## config.mk

```make
export PLATFORM = sky130hd
export DESIGN_NAME = rank_to_permutation
export DESIGN_NICKNAME = d
export VERILOG_FILES = /design/src/rtp_pkg.sv /design/src/rtp_div_unit.sv /design/src/rtp_slot_alloc.sv /design/src/rank_to_permutation.sv
export SDC_FILE = /design/constraint.sdc
export NUM_CORES = 1
export LEC_CHECK = 0
export ABC_AREA = 1
export BUFFER_PORTS_ARGS = -buffer_cell sky130_fd_sc_hd__buf_2
export CAP_MARGIN = 10
export CORE_MARGIN = 10
export CORE_UTILIZATION = 50
export DETAILED_ROUTE_END_ITERATION = 8
export PLACE_DENSITY = 0.67
export RECOVER_POWER = 25
export SLEW_MARGIN = 15
export SYNTH_ARGS = -nofsm -noshare
export SYNTH_HDL_FRONTEND = slang
export SYNTH_SLANG_ARGS = --single-unit
```

## constraint.sdc

```tcl
create_clock -name clk -period 5.1 [get_ports clk]
set_clock_uncertainty 0.15 [all_clocks]
set_input_delay 1.53 -clock clk [delete_from_list [all_inputs] [get_ports clk]]
set_output_delay 1.53 -clock clk [all_outputs]
set_load 0.02 [all_outputs]
```

## src/rtp_pkg.sv

```systemverilog
package rtp_pkg;

	localparam int RANK_W  = 29;
	localparam int DIGIT_W = 4;
	localparam int FACT_TOP = 12;

	localparam logic [DIGIT_W-1:0] ELEMENT_COUNT_RESET = 4'd12;

	localparam logic [RANK_W-1:0] FACT [FACT_TOP+1] = '{
		29'd1, 29'd1, 29'd2, 29'd6, 29'd24, 29'd120, 29'd720, 29'd5040,
		29'd40320, 29'd362880, 29'd3628800, 29'd39916800, 29'd479001600
	};

	typedef enum logic [2:0] {
		ST_IDLE,
		ST_MOD,
		ST_DIV,
		ST_PLACE,
		ST_EMIT
	} state_t;

	typedef struct packed {
		logic       load;
		logic       mod_step;
		logic       dig_step;
		logic [1:0] shift;
	} div_cmd_t;

	typedef struct packed {
		logic init;
		logic place;
	} slot_cmd_t;

endpackage

```

## src/rtp_div_unit.sv

```systemverilog
module rtp_div_unit (
	input  logic                             clk,
	input  rtp_pkg::div_cmd_t                cmd,
	input  logic [rtp_pkg::RANK_W-1:0]       rank,
	input  logic [rtp_pkg::RANK_W-1:0]       modulus,
	input  logic [rtp_pkg::RANK_W-1:0]       weight,
	output logic [rtp_pkg::DIGIT_W-1:0]      digit
);

	logic [rtp_pkg::RANK_W-1:0]  shift_q;
	logic [rtp_pkg::RANK_W-1:0]  rem_q;
	logic [rtp_pkg::DIGIT_W-1:0] quo_q;

	logic [rtp_pkg::RANK_W:0]    op_a;
	logic [rtp_pkg::RANK_W:0]    op_b;
	logic [rtp_pkg::RANK_W+1:0]  diff;
	logic                        ge;

	always_comb begin
		if (cmd.mod_step) begin
			op_a = {rem_q, shift_q[rtp_pkg::RANK_W-1]};
			op_b = {1'b0, modulus};
		end else begin
			op_a = {1'b0, rem_q};
			op_b = {1'b0, weight} << cmd.shift;
		end
		diff = {1'b0, op_a} - {1'b0, op_b};
		ge   = !diff[rtp_pkg::RANK_W+1];
	end

	always_ff @(posedge clk) begin
		if (cmd.load) begin
			shift_q <= rank;
			rem_q   <= '0;
		end else if (cmd.mod_step) begin
			shift_q <= shift_q << 1;
			rem_q   <= ge ? diff[rtp_pkg::RANK_W-1:0] : op_a[rtp_pkg::RANK_W-1:0];
		end else if (cmd.dig_step) begin
			rem_q <= ge ? diff[rtp_pkg::RANK_W-1:0] : op_a[rtp_pkg::RANK_W-1:0];
			quo_q <= {quo_q[rtp_pkg::DIGIT_W-2:0], ge};
		end
	end

	assign digit = quo_q;

endmodule

```

## src/rtp_slot_alloc.sv

```systemverilog
module rtp_slot_alloc #(
	parameter int MAX_ELEMENTS = 12
) (
	input  logic                          clk,
	input  rtp_pkg::slot_cmd_t            cmd,
	input  logic [rtp_pkg::DIGIT_W-1:0]   digit,
	input  logic [rtp_pkg::DIGIT_W-1:0]   value,
	input  logic [rtp_pkg::DIGIT_W-1:0]   position,
	output logic [rtp_pkg::DIGIT_W-1:0]   element
);

	localparam int IDX_W = (MAX_ELEMENTS > 1) ? $clog2(MAX_ELEMENTS) : 1;

	logic [rtp_pkg::DIGIT_W-1:0] free_q [MAX_ELEMENTS];
	logic [rtp_pkg::DIGIT_W-1:0] slot_q [MAX_ELEMENTS];
	logic [rtp_pkg::DIGIT_W-1:0] free_ext [MAX_ELEMENTS+1];
	logic [rtp_pkg::DIGIT_W-1:0] chosen;

	always_comb begin
		for (int k = 0; k < MAX_ELEMENTS; k++) begin
			free_ext[k] = free_q[k];
		end
		free_ext[MAX_ELEMENTS] = '0;
		chosen = free_q[digit[IDX_W-1:0]];
	end

	always_ff @(posedge clk) begin
		if (cmd.init) begin
			for (int k = 0; k < MAX_ELEMENTS; k++) begin
				free_q[k] <= rtp_pkg::DIGIT_W'(k);
			end
		end else if (cmd.place) begin
			slot_q[chosen[IDX_W-1:0]] <= value;
			for (int k = 0; k < MAX_ELEMENTS; k++) begin
				if (rtp_pkg::DIGIT_W'(k) >= digit) begin
					free_q[k] <= free_ext[k+1];
				end
			end
		end
	end

	assign element = slot_q[position[IDX_W-1:0]];

endmodule

```

## src/rank_to_permutation.sv

```systemverilog
// Turns a rank into a permutation of 1..n in factorial-base order, n taken from
// the element count register (0 reads as 1, values above MAX_ELEMENTS saturate).
// The rank is reduced modulo n! first. Each accepted item gives n result items,
// slot positions 0..n-1 in order, with last set on the final one. One shared
// trial-subtract unit does all arithmetic: a bit-serial restoring remainder of
// the rank for the modulo, then a restoring division for each factorial digit,
// each followed by placing the value into its free slot, then the results, held
// while result_stall is high. rank_stall stays high until the last is taken.
module rank_to_permutation #(
	parameter int MAX_ELEMENTS = 12
) (
	input  logic        clk,
	input  logic        arst_n,
	input  logic        cfg_wr_en,
	input  logic [3:0]  cfg_wr_data,
	input  logic        rank_valid,
	output logic        rank_stall,
	input  logic [28:0] rank,
	output logic        result_valid,
	input  logic        result_stall,
	output logic [3:0]  position,
	output logic [3:0]  element,
	output logic        last
);

	localparam logic [rtp_pkg::DIGIT_W-1:0] MAX_N = rtp_pkg::DIGIT_W'(MAX_ELEMENTS);
	localparam int CNT_W = $clog2(rtp_pkg::RANK_W);

	rtp_pkg::state_t   state_q, state_d;
	rtp_pkg::div_cmd_t div_cmd;
	rtp_pkg::slot_cmd_t slot_cmd;

	logic [rtp_pkg::DIGIT_W-1:0] element_count_q;
	logic [rtp_pkg::DIGIT_W-1:0] eff_n;
	logic [rtp_pkg::DIGIT_W-1:0] n_q;
	logic [rtp_pkg::DIGIT_W-1:0] i_q;
	logic [rtp_pkg::DIGIT_W-1:0] pos_q;
	logic [CNT_W-1:0]            cnt_q;
	logic [1:0]                  k_q;
	logic [rtp_pkg::DIGIT_W-1:0] digit;
	logic [rtp_pkg::RANK_W-1:0]  modulus;
	logic [rtp_pkg::RANK_W-1:0]  weight;
	logic                        mod_done;
	logic                        emit_done;

	always_comb begin
		if (element_count_q == '0) begin
			eff_n = rtp_pkg::DIGIT_W'(1);
		end else if (element_count_q > MAX_N) begin
			eff_n = MAX_N;
		end else begin
			eff_n = element_count_q;
		end
	end

	assign modulus   = rtp_pkg::FACT[n_q];
	assign weight    = rtp_pkg::FACT[i_q - rtp_pkg::DIGIT_W'(1)];
	assign mod_done  = (cnt_q == CNT_W'(rtp_pkg::RANK_W - 1));
	assign emit_done = (pos_q == n_q - rtp_pkg::DIGIT_W'(1));

	rtp_div_unit u_div (
		.clk     (clk),
		.cmd     (div_cmd),
		.rank    (rank),
		.modulus (modulus),
		.weight  (weight),
		.digit   (digit)
	);

	rtp_slot_alloc #(
		.MAX_ELEMENTS (MAX_ELEMENTS)
	) u_slot (
		.clk      (clk),
		.cmd      (slot_cmd),
		.digit    (digit),
		.value    (i_q),
		.position (pos_q),
		.element  (element)
	);

	always_ff @(posedge clk or negedge arst_n) begin
		if (!arst_n) begin
			state_q         <= rtp_pkg::ST_IDLE;
			element_count_q <= rtp_pkg::ELEMENT_COUNT_RESET;
		end else begin
			state_q <= state_d;
			if (cfg_wr_en) begin
				element_count_q <= cfg_wr_data;
			end
		end
	end

	always_ff @(posedge clk) begin
		case (state_q)
			rtp_pkg::ST_IDLE: begin
				n_q   <= eff_n;
				cnt_q <= '0;
			end
			rtp_pkg::ST_MOD: begin
				cnt_q <= cnt_q + CNT_W'(1);
				i_q   <= n_q;
				k_q   <= 2'd3;
			end
			rtp_pkg::ST_DIV: begin
				k_q <= k_q - 2'd1;
			end
			rtp_pkg::ST_PLACE: begin
				i_q   <= i_q - rtp_pkg::DIGIT_W'(1);
				k_q   <= 2'd3;
				pos_q <= '0;
			end
			rtp_pkg::ST_EMIT: begin
				if (!result_stall) begin
					pos_q <= pos_q + rtp_pkg::DIGIT_W'(1);
				end
			end
			default: begin
				cnt_q <= '0;
			end
		endcase
	end

	always_comb begin
		state_d      = state_q;
		div_cmd      = '0;
		slot_cmd     = '0;
		rank_stall   = 1'b1;
		result_valid = 1'b0;
		div_cmd.shift = k_q;
		case (state_q)
			rtp_pkg::ST_IDLE: begin
				rank_stall = 1'b0;
				if (rank_valid) begin
					div_cmd.load  = 1'b1;
					slot_cmd.init = 1'b1;
					state_d       = rtp_pkg::ST_MOD;
				end
			end
			rtp_pkg::ST_MOD: begin
				div_cmd.mod_step = 1'b1;
				if (mod_done) begin
					state_d = rtp_pkg::ST_DIV;
				end
			end
			rtp_pkg::ST_DIV: begin
				div_cmd.dig_step = 1'b1;
				if (k_q == 2'd0) begin
					state_d = rtp_pkg::ST_PLACE;
				end
			end
			rtp_pkg::ST_PLACE: begin
				slot_cmd.place = 1'b1;
				if (i_q == rtp_pkg::DIGIT_W'(1)) begin
					state_d = rtp_pkg::ST_EMIT;
				end else begin
					state_d = rtp_pkg::ST_DIV;
				end
			end
			rtp_pkg::ST_EMIT: begin
				result_valid = 1'b1;
				if (!result_stall && emit_done) begin
					state_d = rtp_pkg::ST_IDLE;
				end
			end
			default: begin
				state_d = rtp_pkg::ST_IDLE;
			end
		endcase
	end

	assign position = pos_q;
	assign last     = emit_done;

endmodule
```

==> impl_metrics.json <==
{
  "grt_pass1_vias": 9713,
  "required_ns": 5.28,
  "final_nets": 1691,
  "hold_buffers": 0,
  "syn-cell-area_sq_um": 11800,
  "ys_warn_count": 0,
  "maxCapViolCount": 0,
  "ys_async_sr_fraction_pct": 3.78,
  "ctsHtreeMaxLevel": 4,
  "grt-ovfl-total": 0,
  "die_w_um": 173,
  "max_freq_mhz": 220,
  "start_kind": "flop",
  "first_pass_iters": 5,
  "placed_cells": 1907,
  "start_util_pct": 50.4,
  "tritoncts": "yes",
  "dp_hpwl_um": 24100,
  "rsz0062_at_grt": "no",
  "cp_slowest_cell": "a221oi_1",
  "fp.dieH_um": 173,
  "die_area_sq_um": 30100,
  "crit_top_cell": "nand2_1",
  "via_count": 10200,
  "hold_viol": 0,
  "avgRoutedWirePerCell_um": 16.2,
  "cts_buffers": 17,
  "fin_crit_ns": 4.54,
  "fin_hold_ws_ns": 0.325,
  "drive_gt1_share_pct": 8.45,
  "avgSynthCellArea_sq_um": 7.47,
  "path_cells": "inv_1 -> ha_1 -> or2_1 -> nand2_2 -> inv_2 -> nor2_1 -> nor2_1 -> nand2_1 -> o21ai_0 -> a221oi_1 -> ha_1 -> nand2_1 -> inv_1 -> nand2_1 -> nand2_1 -> a21oi_1 -> nand3_2 -> nand2_2 -> nand2_2 -> buf_12 -> nand2_1 -> nand3_1 -> nand3_1 -> inv_1",
  "coreArea_sq_um": 23300,
  "path_class": "flop to flop",
  "area_growth_pct": 9.38,
  "path_clk_slew_ns": 0.08,
  "setup_viol": 0,
  "vias_per_cell": 5.27,
  "grt_first_pass_wirelength_um": 50700,
  "diodes": 0,
  "tns_ns": 0,
  "drc_errors": 0,
  "synth.distinct_cells": 52,
  "synth_edf_count": 141,
  "clockBufferDepth": 2,
  "grt_max_degree": 38,
  "ant_nets": 0,
  "drt-total-wl_um": 31500,
  "antenna_found_initial": 0,
  "synthFlopType": "edfxtp_1",
  "grtUsageTotal_pct": 20.6,
  "drt_iter0_markers": 823,
  "finalCritPeriodShare_pct": 89.1,
  "crit_fanout": 16,
  "place_congestion": 0.955,
  "stdcell_count": 1941,
  "relSlewSlack_pct": 8.52,
  "netlist_instances": 1574,
  "clk_latency_ns": 0.44,
  "worstMarginPinSlew_ns": 1.36,
  "clkSinkCount": 185,
  "pin_count": 49,
  "endpoint_kind": "flop",
  "arrival_ns": 4.73,
  "fillers": 2269,
  "rows": 56,
  "critPathMaxStageDelay_ns": 0.56,
  "ys_ff_latch": 185,
  "portBuffers": 48,
  "syn_nets": 1656,
  "hp-class": "flop to flop",
  "clock_tree.root_cell": "clkbuf_16",
  "ys_seq_area_share_pct": 43.8,
  "drv_slew": 0,
  "outcome": "finished, final reports clean"
}
[registers in the layout, summed over array words and instances, names as in the netlist, named ones only]
signal	count
n_q	4
u_div.digit	4
u_div.rem_q	29
u_slot.slot_q	48
cnt_q	5
state_q	3
u_slot.free_q	41
i_q	4
u_div.shift_q	29
k_q	2
element_count_q	4
position	4
[per-layer routing]
| layer | GRT usage, % | wire length (um) |
|---|---|---|
| met5 | 0 | 0 |
| met2 | 35.3 | 15200 |
| met3 | 3.01 | 1030 |
| met1 | 26.4 | 14600 |
| met4 | 6.47 | 685 |
[Yosys cell counts, types with 12 or more instances]
master	number	area, sq um
o21ai_0	112	561
o211ai_1	18	135
nand3_1	85	425
xor2_1	21	184
ha_1	43	538
nand4_1	12	75.1
edfxtp_1	141	4230
nand2_1	502	1880
nor2_1	120	450
buf_2	12	60.1
clkbuf_1	28	105
dfxtp_1	37	741
a21oi_1	78	390
or2_2	23	144
inv_1	231	867
[critical path: cells and delay by family, from the launching register on]
family          cells  cell delay [ns]
buf+inv             5             0.58
fa+ha+maj           2             0.60
simple gates       14             1.83
compound gates      3             0.84
flops               1             0.44
[cells by family (layout without fill, tap and decap cells)]
family / after synthesis / after routing / synth area share [%]
adders and majority gates: 44 / 44 / 4.75
AOI/OAI and AO/OA: 246 / 246 / 11.8
DFF: 185 / 185 / 43.8
and+or+nand+nor: 769 / 769 / 27.0
muxes: 14 / 14 / 1.23
xor gates and xnor gates: 23 / 23 / 1.71
buffers and inverters: 293 / 341 / 9.70
[cell usage in the layout (no fill, tap or decap), types with 23 or more instances in the layout]
master    synthesis  routed
nor2_1          120     121
o21ai_0         112     112
a21oi_1          78      78
or2_2            23      23
nand3_1          85      86
buf_2            12      46
ha_1             43      43
nand2_1         502     501
inv_1           231     232
edfxtp_1        141     141
dfxtp_1          37      37
[timing repair]
action | CTS | global route
resized for setup | 0 | 2
setup endpoints to repair | 0 | 30
setup buffers | 0 | 2
[cell type report]
type                    count  area [sq um]  share of cell area [%]
clock inverters            15           155                    1.21
well taps                 319           399                    3.10
inverters                 243           916                    7.12
clock buffers              17           425                    3.31
flip-flops and latches    185          5150                    40.1
repair buffers             66           370                    2.88
multi-input cells        1096          5450                    42.3
[worst paths after layout]
path / from / to / slack, ns / depth (start not counted)
setup reg to reg: i_q[1]$_DFFE_PP_ / u_div.rem_q[3]$_SDFFE_PP0P_ / 0.56 / 24
setup / recovery: i_q[1]$_DFFE_PP_ / u_div.rem_q[3]$_SDFFE_PP0P_ / 0.56 / 24
hold / removal: u_div.rem_q[26]$_SDFFE_PP0P_ / u_div.rem_q[26]$_SDFFE_PP0P_ / 0.33 / 2
hold reg to reg: u_div.rem_q[26]$_SDFFE_PP0P_ / u_div.rem_q[26]$_SDFFE_PP0P_ / 0.33 / 2
max in group asynchronous: arst_n / element_count_q[2]$_DFFE_PN1P_ / 3.62 / 1
min in group asynchronous: arst_n / element_count_q[1]$_DFFE_PN0P_ / 0.84 / 1
[metrics by stage]
stage | util [%] | cell area, sq um | worst slack [ns]
finish | 55.1 | 12900 | 0.556
global route | 55.1 | 12900 | 0.100
CTS | 55.2 | 12900 | 0.338
detailed placement | 52.7 | 12300 | 0.379
global placement | 52.7 | 12300 | 0.383
floorplan | - | 11800 | 1.40
Power is not shown: default switching activity piles up to over one toggle a cycle in this logic, so the estimate is an artifact.
